**src/rtl/core/jsu_pkg.sv**
```systemverilog
// Shared types and constants for the JSON string unescape block.
// Used by the front end, the command queue, the back end and the top level.
package jsu_pkg;

    localparam int QUEUE_DEPTH = 4;

    // Result kinds
    localparam logic [1:0] KIND_DATA = 2'd0;
    localparam logic [1:0] KIND_END  = 2'd1;
    localparam logic [1:0] KIND_ERR  = 2'd2;

    // Error codes
    localparam logic [1:0] ERR_NONE = 2'd0;
    localparam logic [1:0] ERR_OPEN = 2'd1;
    localparam logic [1:0] ERR_ESC  = 2'd2;
    localparam logic [1:0] ERR_STR  = 2'd3;

    // Characters
    localparam logic [7:0] CH_NUL    = 8'h00;
    localparam logic [7:0] CH_QUOTE  = 8'h22;
    localparam logic [7:0] CH_BSLASH = 8'h5C;
    localparam logic [7:0] CH_U      = 8'h75;
    localparam logic [7:0] CH_B      = 8'h62;
    localparam logic [7:0] CH_F      = 8'h66;
    localparam logic [7:0] CH_N      = 8'h6E;
    localparam logic [7:0] CH_R      = 8'h72;
    localparam logic [7:0] CH_T      = 8'h74;

    // UTF-8 framing
    localparam logic [7:0] UTF_CONT  = 8'h80;
    localparam logic [7:0] UTF_LEAD2 = 8'hC0;
    localparam logic [7:0] UTF_LEAD3 = 8'hE0;

    // One decoded input item: up to three results of the same kind
    typedef struct packed {
        logic [1:0] cnt;
        logic [1:0] kind;
        logic [1:0] err;
        logic [7:0] b0;
        logic [7:0] b1;
        logic [7:0] b2;
    } t_cmd;

endpackage

```
**src/rtl/core/jsu_if.sv**
```systemverilog
// Valid/ready channel interfaces for the JSON string unescape block.
// Standalone; no package dependency.
interface jsu_in_if;
    logic       valid;
    logic       ready;
    logic [7:0] in_byte;

    modport source (output valid, output in_byte, input ready);
    modport sink   (input valid, input in_byte, output ready);
endinterface

interface jsu_out_if;
    logic       valid;
    logic       ready;
    logic [7:0] out_byte;
    logic [1:0] kind;
    logic [1:0] error_code;
    logic       last;

    modport source (output valid, output out_byte, output kind, output error_code,
                    output last, input ready);
    modport sink   (input valid, input out_byte, input kind, input error_code,
                    input last, output ready);
endinterface

```
**src/rtl/core/json_string_unescape.sv**
```systemverilog
// Top level of the streaming JSON string unescaper.
// Depends on jsu_pkg, jsu_if, jsu_front, jsu_queue and jsu_back.
//
//   port   dir  fields                                   accepted when
//   i_in   in   in_byte[7:0]                             valid && ready
//   o_out  out  out_byte[7:0] kind[1:0] error_code[1:0]  valid && ready
//               last
//
// One input byte per cycle when the output is drained; each result leaves
// through the output register one per cycle, so a \u escape giving three
// bytes holds the output for all three of them. The command queue (QUEUE_DEPTH
// entries) lets input keep flowing while the output stalls; input stalls
// only when the queue is full. Synchronous active-low reset returns the parser
// to waiting for an opening quote and empties the queue.
module json_string_unescape
    import jsu_pkg::*;
#(
    parameter int QDEPTH = QUEUE_DEPTH
)(
    input  logic      i_clk,
    input  logic      i_rst_n,
    jsu_in_if.sink    i_in,
    jsu_out_if.source o_out
);

    logic q_full, q_empty, q_push, q_pop;
    t_cmd push_cmd, head_cmd;

    jsu_front u_front (
        .i_clk    (i_clk),
        .i_rst_n  (i_rst_n),
        .i_in     (i_in),
        .i_q_full (q_full),
        .o_push   (q_push),
        .o_cmd    (push_cmd)
    );

    jsu_queue #(
        .DEPTH (QDEPTH)
    ) u_queue (
        .i_clk   (i_clk),
        .i_rst_n (i_rst_n),
        .i_push  (q_push),
        .i_cmd   (push_cmd),
        .i_pop   (q_pop),
        .o_full  (q_full),
        .o_empty (q_empty),
        .o_head  (head_cmd)
    );

    jsu_back u_back (
        .i_clk   (i_clk),
        .i_rst_n (i_rst_n),
        .i_empty (q_empty),
        .i_head  (head_cmd),
        .o_pop   (q_pop),
        .o_out   (o_out)
    );

endmodule

```
**src/rtl/core/jsu_front.sv**
```systemverilog
// Front end: accepts input bytes, tracks the string parse state and turns
// each byte that completes an item into one result command. Depends on jsu_pkg and jsu_in_if.
module jsu_front
    import jsu_pkg::*;
(
    input  logic    i_clk,
    input  logic    i_rst_n,
    jsu_in_if.sink  i_in,
    input  logic    i_q_full,
    output logic    o_push,
    output t_cmd    o_cmd
);

    typedef enum logic [3:0] {
        PH_OPEN = 4'b0001,
        PH_BODY = 4'b0010,
        PH_ESC  = 4'b0100,
        PH_HEX  = 4'b1000
    } t_phase;

    t_phase      r_phase, n_phase;
    logic [1:0]  r_hex_count, n_hex_count;
    logic [15:0] r_code_point, n_code_point;
    logic        r_hex_stopped, n_hex_stopped;

    logic        acc;
    logic [7:0]  c;
    logic        is_hex;
    logic [3:0]  hv;
    logic [15:0] cp_next;

    assign i_in.ready = !i_q_full;
    assign acc        = i_in.valid && !i_q_full;
    assign c          = i_in.in_byte;

    always_comb begin
        is_hex = 1'b1;
        hv     = 4'd0;
        if (c >= 8'h30 && c <= 8'h39) begin
            hv = c[3:0];
        end else if ((c >= 8'h61 && c <= 8'h66) || (c >= 8'h41 && c <= 8'h46)) begin
            hv = c[3:0] + 4'd9;
        end else begin
            is_hex = 1'b0;
        end
    end

    assign cp_next = (!r_hex_stopped && is_hex) ? {r_code_point[11:0], hv} : r_code_point;

    always_comb begin
        n_phase       = r_phase;
        n_hex_count   = r_hex_count;
        n_code_point  = r_code_point;
        n_hex_stopped = r_hex_stopped;
        o_push        = 1'b0;
        o_cmd         = '0;
        o_cmd.cnt     = 2'd1;
        if (acc) begin
            unique case (r_phase)
                PH_OPEN: begin
                    if (c == CH_QUOTE) begin
                        n_phase = PH_BODY;
                    end else begin
                        o_push     = 1'b1;
                        o_cmd.kind = KIND_ERR;
                        o_cmd.err  = ERR_OPEN;
                    end
                end
                PH_BODY: begin
                    if (c == CH_NUL) begin
                        o_push     = 1'b1;
                        o_cmd.kind = KIND_ERR;
                        o_cmd.err  = ERR_STR;
                        n_phase    = PH_OPEN;
                    end else if (c == CH_QUOTE) begin
                        o_push     = 1'b1;
                        o_cmd.kind = KIND_END;
                        n_phase    = PH_OPEN;
                    end else if (c == CH_BSLASH) begin
                        n_phase = PH_ESC;
                    end else begin
                        o_push   = 1'b1;
                        o_cmd.b0 = c;
                    end
                end
                PH_ESC: begin
                    if (c == CH_NUL) begin
                        o_push     = 1'b1;
                        o_cmd.kind = KIND_ERR;
                        o_cmd.err  = ERR_ESC;
                        n_phase    = PH_OPEN;
                    end else if (c == CH_U) begin
                        n_hex_count   = 2'd0;
                        n_code_point  = '0;
                        n_hex_stopped = 1'b0;
                        n_phase       = PH_HEX;
                    end else begin
                        o_push  = 1'b1;
                        n_phase = PH_BODY;
                        case (c)
                            CH_B:    o_cmd.b0 = 8'h08;
                            CH_F:    o_cmd.b0 = 8'h0C;
                            CH_N:    o_cmd.b0 = 8'h0A;
                            CH_R:    o_cmd.b0 = 8'h0D;
                            CH_T:    o_cmd.b0 = 8'h09;
                            default: o_cmd.b0 = c;
                        endcase
                    end
                end
                PH_HEX: begin
                    if (c == CH_NUL) begin
                        o_push     = 1'b1;
                        o_cmd.kind = KIND_ERR;
                        o_cmd.err  = ERR_STR;
                        n_phase    = PH_OPEN;
                    end else begin
                        n_code_point = cp_next;
                        if (r_hex_stopped || !is_hex) begin
                            n_hex_stopped = 1'b1;
                        end
                        if (r_hex_count == 2'd3) begin
                            // fourth character: emit the code point as UTF-8
                            o_push      = 1'b1;
                            n_hex_count = 2'd0;
                            n_phase     = PH_BODY;
                            if (cp_next[15:7] == '0) begin
                                o_cmd.b0 = cp_next[7:0];
                            end else if (cp_next[15:11] == '0) begin
                                o_cmd.cnt = 2'd2;
                                o_cmd.b0  = UTF_LEAD2 | {3'b000, cp_next[10:6]};
                                o_cmd.b1  = UTF_CONT | {2'b00, cp_next[5:0]};
                            end else begin
                                o_cmd.cnt = 2'd3;
                                o_cmd.b0  = UTF_LEAD3 | {4'b0000, cp_next[15:12]};
                                o_cmd.b1  = UTF_CONT | {2'b00, cp_next[11:6]};
                                o_cmd.b2  = UTF_CONT | {2'b00, cp_next[5:0]};
                            end
                        end else begin
                            n_hex_count = r_hex_count + 2'd1;
                        end
                    end
                end
                default: begin
                    n_phase = PH_OPEN;
                end
            endcase
        end
    end

    always_ff @(posedge i_clk) begin
        if (!i_rst_n) begin
            r_phase       <= PH_OPEN;
            r_hex_count   <= 2'd0;
            r_code_point  <= '0;
            r_hex_stopped <= 1'b0;
        end else begin
            r_phase       <= n_phase;
            r_hex_count   <= n_hex_count;
            r_code_point  <= n_code_point;
            r_hex_stopped <= n_hex_stopped;
        end
    end

endmodule

```
**src/rtl/core/jsu_queue.sv**
```systemverilog
// Short command queue between the front end and the back end.
// Depends on jsu_pkg for the command type.
module jsu_queue
    import jsu_pkg::*;
#(
    parameter int DEPTH = QUEUE_DEPTH
)(
    input  logic i_clk,
    input  logic i_rst_n,
    input  logic i_push,
    input  t_cmd i_cmd,
    input  logic i_pop,
    output logic o_full,
    output logic o_empty,
    output t_cmd o_head
);

    localparam int PW = (DEPTH > 1) ? $clog2(DEPTH) : 1;
    localparam int CW = $clog2(DEPTH + 1);
    localparam logic [PW-1:0] LAST_PTR = PW'(DEPTH - 1);
    localparam logic [CW-1:0] FULL_CNT = CW'(DEPTH);

    t_cmd          r_mem [DEPTH];
    logic [PW-1:0] r_wr_ptr, r_rd_ptr;
    logic [CW-1:0] r_count;
    logic          do_push, do_pop;

    assign o_full  = (r_count == FULL_CNT);
    assign o_empty = (r_count == '0);
    assign o_head  = r_mem[r_rd_ptr];
    assign do_push = i_push && !o_full;
    assign do_pop  = i_pop && !o_empty;

    always_ff @(posedge i_clk) begin
        if (do_push) begin
            r_mem[r_wr_ptr] <= i_cmd;
        end
    end

    always_ff @(posedge i_clk) begin
        if (!i_rst_n) begin
            r_wr_ptr <= '0;
            r_rd_ptr <= '0;
            r_count  <= '0;
        end else begin
            if (do_push) begin
                r_wr_ptr <= (r_wr_ptr == LAST_PTR) ? '0 : r_wr_ptr + PW'(1);
            end
            if (do_pop) begin
                r_rd_ptr <= (r_rd_ptr == LAST_PTR) ? '0 : r_rd_ptr + PW'(1);
            end
            case ({do_push, do_pop})
                2'b10:   r_count <= r_count + CW'(1);
                2'b01:   r_count <= r_count - CW'(1);
                default: r_count <= r_count;
            endcase
        end
    end

endmodule

```
**src/rtl/core/jsu_back.sv**
```systemverilog
// Back end: takes commands from the queue and plays out their results one
// per cycle into the output register, pausing while the output stalls. Depends on jsu_pkg and jsu_out_if.
module jsu_back
    import jsu_pkg::*;
(
    input  logic       i_clk,
    input  logic       i_rst_n,
    input  logic       i_empty,
    input  t_cmd       i_head,
    output logic       o_pop,
    jsu_out_if.source  o_out
);

    t_cmd       r_cur;
    logic       r_cur_valid;
    logic [1:0] r_idx;

    logic       r_ov;
    logic [7:0] r_byte;
    logic [1:0] r_kind;
    logic [1:0] r_err;
    logic       r_last;

    logic       out_free;
    logic       emit;
    logic       is_last;
    logic [7:0] sel_byte;

    assign out_free = !r_ov || o_out.ready;
    assign emit     = r_cur_valid && out_free;
    assign is_last  = (r_idx == r_cur.cnt - 2'd1);
    assign o_pop    = !i_empty && (!r_cur_valid || (emit && is_last));

    always_comb begin
        case (r_idx)
            2'd0:    sel_byte = r_cur.b0;
            2'd1:    sel_byte = r_cur.b1;
            default: sel_byte = r_cur.b2;
        endcase
    end

    always_ff @(posedge i_clk) begin
        if (o_pop) begin
            r_cur <= i_head;
        end
        if (emit) begin
            r_byte <= sel_byte;
            r_kind <= r_cur.kind;
            r_err  <= r_cur.err;
            r_last <= is_last;
        end
    end

    always_ff @(posedge i_clk) begin
        if (!i_rst_n) begin
            r_cur_valid <= 1'b0;
            r_idx       <= 2'd0;
            r_ov        <= 1'b0;
        end else begin
            if (emit) begin
                r_ov <= 1'b1;
            end else if (o_out.ready) begin
                r_ov <= 1'b0;
            end
            if (o_pop) begin
                r_cur_valid <= 1'b1;
                r_idx       <= 2'd0;
            end else if (emit) begin
                if (is_last) begin
                    r_cur_valid <= 1'b0;
                    r_idx       <= 2'd0;
                end else begin
                    r_idx <= r_idx + 2'd1;
                end
            end
        end
    end

    assign o_out.valid      = r_ov;
    assign o_out.out_byte   = r_byte;
    assign o_out.kind       = r_kind;
    assign o_out.error_code = r_err;
    assign o_out.last       = r_last;

endmodule
```
**src/flat_wrapper.sv**
```systemverilog
// flat-port wrapper written by rule: the top's interface ports become plain ports
module json_string_unescape_flat import jsu_pkg::*;
#(
    parameter int QDEPTH = QUEUE_DEPTH
)
  (i_clk, i_rst_n, i_in_valid, i_in_in_byte, i_in_ready, o_out_valid, o_out_out_byte, o_out_kind, o_out_error_code, o_out_last, o_out_ready);
  jsu_in_if i_in_i ();
  jsu_out_if o_out_i ();
  input  logic i_clk;
  input  logic i_rst_n;
  input wire logic [$bits(i_in_i.valid)-1:0] i_in_valid;
  input wire logic [$bits(i_in_i.in_byte)-1:0] i_in_in_byte;
  output wire logic [$bits(i_in_i.ready)-1:0] i_in_ready;
  output wire logic [$bits(o_out_i.valid)-1:0] o_out_valid;
  output wire logic [$bits(o_out_i.out_byte)-1:0] o_out_out_byte;
  output wire logic [$bits(o_out_i.kind)-1:0] o_out_kind;
  output wire logic [$bits(o_out_i.error_code)-1:0] o_out_error_code;
  output wire logic [$bits(o_out_i.last)-1:0] o_out_last;
  input wire logic [$bits(o_out_i.ready)-1:0] o_out_ready;
  assign i_in_i.valid = i_in_valid;
  assign i_in_i.in_byte = i_in_in_byte;
  assign i_in_ready = i_in_i.ready;
  assign o_out_valid = o_out_i.valid;
  assign o_out_out_byte = o_out_i.out_byte;
  assign o_out_kind = o_out_i.kind;
  assign o_out_error_code = o_out_i.error_code;
  assign o_out_last = o_out_i.last;
  assign o_out_i.ready = o_out_ready;
  json_string_unescape #(.QDEPTH(QDEPTH)) u_core (.i_clk(i_clk), .i_rst_n(i_rst_n), .i_in(i_in_i), .o_out(o_out_i));
endmodule
```
**config.mk**
```make
export PLATFORM = sky130hd
export DESIGN_NAME = json_string_unescape_flat
export DESIGN_NICKNAME = d
export VERILOG_FILES = /design/src/rtl/core/jsu_pkg.sv /design/src/rtl/core/jsu_if.sv /design/src/rtl/core/json_string_unescape.sv /design/src/rtl/core/jsu_front.sv /design/src/rtl/core/jsu_queue.sv /design/src/rtl/core/jsu_back.sv /design/src/flat_wrapper.sv
export SDC_FILE = /design/constraint.sdc
export NUM_CORES = 1
export LEC_CHECK = 0
export BUFFER_PORTS_ARGS = -buffer_cell sky130_fd_sc_hd__buf_4
export CAP_MARGIN = 20
export CORE_UTILIZATION = 30
export CTS_BUF_LIST = sky130_fd_sc_hd__clkbuf_8
export DETAILED_ROUTE_END_ITERATION = 8
export GPL_TIMING_DRIVEN = 0
export PLACE_DENSITY_LB_ADDON = 0.15
export SLEW_MARGIN = 40
export SYNTH_ARGS = -nofsm -noshare
export SYNTH_HDL_FRONTEND = slang
export SYNTH_SLANG_ARGS = --single-unit
```
**constraint.sdc**
```tcl
create_clock -name i_clk -period 3.2 [get_ports i_clk]
set_input_delay 0.16 -clock i_clk [delete_from_list [all_inputs] [get_ports i_clk]]
set_output_delay 0.16 -clock i_clk [all_outputs]
set_load 0.02 [all_outputs]
```
==> reports/metrics.csv, run 1 <==
stage,metric,value,unit
clock_network,cts_buffers,17,
synthesis,yosys-top-cells-area,"edfxtp_1, dfxtp_1, mux4_2",
layout,final_area,0.009479,sq mm
place,port_buffers,26,
worst_setup_path,crit_buf_inv,2,
synthesis,yosysWarnings,0,
synthesis,ys.flop_type,edfxtp_1,
worst_setup_path,crit_type,reg -> reg,
worst_setup_path,critPathSlowestCell,edfxtp_1,
worst_setup_path,arrival,3.41,ns
die,rows,60,
clock_network,clock_latency,0.46,ns
sta,worst_pin_slew,0.7551,ns
clock_network,ctsRootBufferMaster,clkbuf_8,
synthesis,synth_edf_count,148,
clock_network,cts_htree_levels,4,
synthesis,synth_cell_types,73,
clock_network,clk_pin_slew_worst_paths,0.11,ns
sta,timing.fmax,332.6,MHz
layout,synthToLayoutAreaGrowth,14.30,%
run,max_cap_violations,0,
power,vdd_drop_max,322.7,uV
die,boundaryPins,27,
die,die_area,0.02831,sq mm
run_status,outcome,"finished, final reports clean",
global_route,grt_usage,14.64,%
detailed_routing,drt-total-wl,19880,microns
die,core,0.02703,sq mm
sta,finalCritPeriodShare,93.95,%
place,hpwl,13620,microns
die,die_w,168.3,microns
sta,hold_viol_final,0,
worst_setup_path,worstSetupEndpointType,flop,
clock_network,clockBufferDepth,2,
clock_network,postCtsSetupBuffers,0,
sta,setup_viol,0,
global_route,grt_max_degree,28,
detailed_routing,routed_via_density,5.143,
synthesis,avgSynthCellArea,13.64,sq um
worst_setup_path,critPathLaunchType,flop,
worst_setup_path,path_cells,xnor2_2 -> mux2i_2 -> a21o_1 -> o31ai_2 -> bufinv_8 -> ha_1 -> inv_1 -> fa_1 -> xor2_1 -> or3_1 -> a21boi_0,
place,routabilityCongestion,0.8325,
sta,skew,0.01970,ns
sta,drv_slew,0,
layout,fin_cells,1012,
synthesis,syn_inst,608,
layout,diodes,0,
synthesis,synth_top_cell_area_share,53.59,%
synthesis,yosysSeqAreaShare,61.80,%
synthesis,synth_top_cell_by_area,edfxtp_1,
hold_path,hold_path.class,in -> reg,
detailed_routing,drt_iter0_drc,402,
synthesis,asyncSetResetFlopFracSynth,0,%
detailed_routing,vias,5205,
global_route,grt_pass1_vias,5307,
clock_network,clock-sinks,182,
place,place_area,0.008981,sq mm
global_route,grt_pass1_wl,30990,microns
global_route,gr-total-overflow,0,
synthesis,synth_common_cells,"edfxtp_1, nand2_1, dfxtp_1",
worst_setup_path,cp.required,3.60,ns
sta,rsz0062_at_grt,no,
power,p_total,7.595,mW
synthesis,netlist_area,0.008293,sq mm
layout,nets,684,
power,leakage,3.158,nW
worst_setup_path,critPathMaxStageDelay,0.47,ns
detailed_routing,drc,0,
sta,relSlewSlack,49.12,%
synthesis,syn-num-nets,634,
layout,fin_util,35.07,%
detailed_routing,avgRoutedWirePerCell,19.64,microns
die,fp.dieH,168.3,microns
worst_setup_path,crit_fanout,14,
clock_network,cts_tree,yes,
global_route,antenna_found_initial,0,
place,dp.cells,977,
synthesis,synth_most_common_cell,edfxtp_1,
die,initial_core_util,30.69,%
synthesis,ys_ff_latch,182,
detailed_routing,dr.pass1.iters,5,
worst_setup_path,cp_top_family,adder cells,
detailed_routing,ant_nets,0,
sta,min_period,3.007,ns
power,pwr_density_cell,801.2,mW/mm^2
layout,drive_gt1_share,20.27,%
==> kinds of logic after synthesis <==
kind of cell               count (synthesis)  share of synthesized area (%)
xor gates and xnor gates                   5                         0.5282
and+or+nand+nor                          188                          12.73
DFF                                      182                          61.80
muxes                                     42                          9.188
adders and majority gates                 14                          2.203
AOI/OAI and AO/OA                        123                          10.62
buffers and inverters                     54                          2.927
==> metrics by stage <==
| step | worst slack [ns] | hold WS (ns) | TNS [ns] |
|---|---|---|---|
| after floorplan | 0.1111 | 0.3138 | 0 |
| after global placement | -0.7489 | 0.4055 | -11.79 |
| after detailed placement | -0.3019 | 0.4052 | -0.3456 |
| after CTS | 0.01326 | 0.04871 | 0 |
| after global routing | 0.02349 | 0.07261 | 0 |
| final | 0.1935 | 0.07468 | 0 |
==> placed cells by master, fill, tap and decap left out, drive strengths merged, types with 4 or more instances in the layout <==
cell / instances
a21boi: 7
nor4b: 4
and2: 9
edfxtp: 148
o22ai: 11
o21ai: 27
nand2b: 11
inv: 28
ha: 13
a21oi: 18
a22oi: 21
dfxtp: 34
clkbuf: 36
nor2: 29
mux2i: 12
nor3: 15
clkinv: 4
a211oi: 5
and2b: 4
nand3: 17
nand4: 5
a21o: 5
or3: 7
nor2b: 19
a211o: 4
nand2: 41
mux4: 27
buf: 45
==> timing repair <==
item                                   CTS  global route
hold buffers                             1             0
endpoints found under the hold margin    3             0
resized for setup                        3             1
cloned                                   1             0
setup endpoints to repair                2             1
==> worst paths after layout <==
check             cells past startpoint                          end               startpoint  slack, ns
setup / recovery                     11    u_core.u_queue.r_count[2]  u_core.u_back.r_cur[15]       0.19
hold / removal                        3    u_core.u_back.o_out.valid              o_out_ready       0.07
hold reg to reg                       0  u_core.u_back.o_out.kind[1]  u_core.u_back.r_cur[27]       0.43
setup reg to reg                     11    u_core.u_queue.r_count[2]  u_core.u_back.r_cur[15]       0.19
==> registers in the layout, summed over array words and instances, names as in the netlist <==
name	count
u_core.u_queue.r_mem	108
u_core.u_back.r_cur	27
u_core.u_front.r_code_point	16
u_core.u_back.o_out.out_byte	8
u_core.u_front.r_phase	4
u_core.u_queue.r_count	3
u_core.u_back.o_out.error_code	2
u_core.u_back.o_out.kind	2
u_core.u_back.r_idx	2
u_core.u_front.r_hex_count	2
u_core.u_queue.r_rd_ptr	2
u_core.u_queue.r_wr_ptr	2
u_core.u_back.o_out.last	1
u_core.u_back.o_out.valid	1
u_core.u_back.r_cur_valid	1
u_core.u_front.r_hex_stopped	1
==> worst min-delay path, cell delays in order <==
cell	delay [ns]
buf_4	0.07
nand2b_1	0.15
a21boi_0	0.10
==> cell type report <==
type	count	area [sq um]
Fill cell	2633	17550
Clock buffer	17	234.0
Clock inverter	15	181.4
Multi-Input combinational cell	372	2959
Timing Repair inverter	1	6.256
Timing Repair Buffer	30	287.8
Sequential cell	182	5125
Tap cell	341	426.7
Inverter	19	85.08
Buffer	35	173.9
==> report_power, final <==
| part | switching (mW) | total, mW | internal [mW] |
|---|---|---|---|
| sequential | 0.192 | 3.59 | 3.40 |
| combinational | 1.36 | 2.37 | 1.01 |
| clock | 0.900 | 1.63 | 0.730 |
| total | 2.46 | 7.59 | 5.14 |
==> metal layers <==
metal | track usage [%] | share of wire [%] | vias to the layer above | wire (microns)
li1 | - | - | 2445 | -
met1 | 19.76 | 47 | 2634 | 9365
met2 | 23.89 | 48 | 110 | 9555
met3 | 2.633 | 3.2 | 16 | 633
met4 | 4.545 | 1.6 | 0 | 322
met5 | 0 | 0 | - | 0
Power figures use the tool's default switching activity.
==> run 2: changes to the inputs <==
Settings changed: BUFFER_PORTS_ARGS -buffer_cell sky130_fd_sc_hd__buf_4 to default, CORE_UTILIZATION 30 to 60, DONT_BUFFER_PORTS from default to 1.
==> reports/metrics.csv, run 2 (synthesized netlist as in run 1, its figures left out) <==
stage,metric,value,unit
clock_network,postCtsSetupBuffers,0,
power,pwr_density_cell,810.9,mW/mm^2
clock_network,clockBufferDepth,2,
worst_setup_path,crit_fanout,28,
layout,fin_cells,818,
clock_network,cts_buffers,17,
place,hpwl,12170,microns
power,power_switching,2.285,mW
worst_setup_path,cp.required,3.59,ns
layout,largest_reg_flops,108,
clock_network,cts_htree_levels,4,
sta,skew,0.01606,ns
place,routabilityCongestion,0.9155,
die,initial_core_util,62.13,%
worst_setup_path,crit_type,reg -> reg,
layout,final_cell_mix,"edfxtp_1, nand2_1, dfxtp_1",
worst_setup_path,r2r-end,u_core.u_queue.r_count[2],
sta,whs,0.08581,ns
global_route,grt_pass1_vias,5152,
clock_network,clock-sinks,182,
place,port_buffers,0,
sta,fin_setup_tns,0,ns
layout,layout_commonest_cell,edfxtp_1,
sta,relSlewSlack,47.92,%
detailed_routing,vias,5168,
clock_network,cts_tree,yes,
layout,reg_top3,"u_core.u_queue.r_mem x108, u_core.u_back.r_cur x27, u_core.u_front.r_code_point x16",
die,fp.dieH,119.6,microns
global_route,grt_pass1_wl,27820,microns
worst_setup_path,rrSetupSlack,0.20,ns
die,core,0.01335,sq mm
die,die_area,0.01430,sq mm
layout,regMostFlops,u_core.u_queue.r_mem,
clock_network,ctsRootBufferMaster,clkbuf_8,
detailed_routing,drt-total-wl,17650,microns
sta,hold_viol_final,0,
power,power.internal,5.000,mW
clock_network,clk_pin_slew_worst_paths,0.09,ns
worst_setup_path,worstSetupEndpointType,flop,
global_route,grt_max_degree,29,
place,detailedPlace.worstSlack,-0.1512,ns
sta,min_period,2.999,ns
hold_path,worstHoldEndpoint,u_core.u_front.r_hex_count[1],
hold_path,hold_depth,3,
power,p_comb_share,26.8,%
worst_setup_path,reg2reg_from,u_core.u_back.r_cur[15],
run_status,outcome,"finished, final reports clean",
worst_setup_path,r2r_cells,11,
layout,fin_util,67.30,%
detailed_routing,drc,0,
hold_path,min_from,i_in_valid,
power,swShare,31.36,%
clock_network,clock_latency,0.46,ns
global_route,antenna_found_initial,0,
layout,nets,655,
die,rows,42,
sta,rsz0062_at_grt,no,
detailed_routing,avgRoutedWirePerCell,21.58,microns
layout,drive_gt1_share,16.04,%
worst_setup_path,critPathLaunchType,flop,
detailed_routing,dr.pass1.iters,5,
place,place_area,0.008523,sq mm
sta,fin_ws,0.2012,ns
detailed_routing,ant_nets,0,
detailed_routing,routed_via_density,6.318,
sta,timing.fmax,333.5,MHz
layout,synthToLayoutAreaGrowth,8.328,%
run,max_cap_violations,0,
detailed_routing,drt_iter0_drc,468,
worst_setup_path,arrival,3.39,ns
power,p_seq_share,50.9,%
global_route,gr-total-overflow,0,
sta,worst_pin_slew,0.7787,ns
layout,final_area,0.008984,sq mm
sta,drv_slew,0,
global_route,grt_usage,26.22,%
place,dp.cells,784,
sta,setup_viol,0,
layout,diodes,0,
power,vdd_drop_max,422.1,uV
die,die_w,119.6,microns
die,boundaryPins,27,
power,leakage,2.974,nW
power,p_total,7.285,mW
hold_path,hold_path.class,in -> reg,
layout,fillers,958,
sta,finalCritPeriodShare,93.71,%
power,clkPwrFrac,22.3,%
==> run 2: power groups by stage <==
| stage | logic [mW] | registers (mW) | clock network (mW) |
|---|---|---|---|
| final | 1.95 | 3.71 | 1.63 |
| after floorplan | 1.49 | 3.68 | 0 |
| after CTS | 1.97 | 3.71 | 1.65 |
| after detailed placement | 1.95 | 3.77 | 0 |
| after global placement | 1.87 | 3.74 | 0 |
| after global routing | 2.15 | 3.77 | 1.74 |
==> run 2: repair_timing <==
| item | CTS | global route |
|---|---|---|
| hold buffers | 2 | 0 |
| setup endpoints to repair | 1 | 1 |
| gates resized for setup | 1 | 2 |
| endpoints found under the hold margin | 4 | 0 |
==> run 2: layer usage <==
metal | track usage [%] | vias up | wire (microns)
li1 | - | 2386 | -
met3 | 4.325 | 34 | 862
met5 | 0 | - | 0
met1 | 34.94 | 2578 | 7493
met4 | 10.16 | 0 | 422
met2 | 43.42 | 170 | 8874
==> run 2: worst max-delay path, stage by stage (launching register included) <==
cell	delay, ns
edfxtp_1	0.42
xnor2_1	0.26
mux2i_1	0.33
a21o_1	0.22
o31ai_2	0.15
clkinv_4	0.26
ha_1	0.24
inv_1	0.06
fa_1	0.37
xor2_1	0.16
or3_1	0.30
a21boi_0	0.16
==> run 2: cell type report <==
cell class	count	area (sq um)	area share, %
repair buffers	2	20.02	0.2228
multi-input cells	372	2942	32.74
flip-flops and latches	182	5125	57.05
clock buffers	17	234.0	2.604
clock inverters	15	192.7	2.145
well taps	176	220.2	2.451
plain buffers	35	173.9	1.936
inverters	19	76.32	0.8496
==> run 2: how the worst max path moves through the flow <==
stage | from | end
global route | u_core.u_back.r_cur[15] | u_core.u_queue.r_count[2]
detailed placement | u_core.u_back.r_cur[15] | u_core.u_queue.r_count[2]
finish | u_core.u_back.r_cur[15] | u_core.u_queue.r_count[2]
global placement | u_core.u_back.r_cur[15] | u_core.u_queue.r_count[2]
CTS | u_core.u_back.r_cur[15] | u_core.u_queue.r_count[2]
floorplan | u_core.u_back.r_cur[15] | u_core.u_queue.r_count[2]
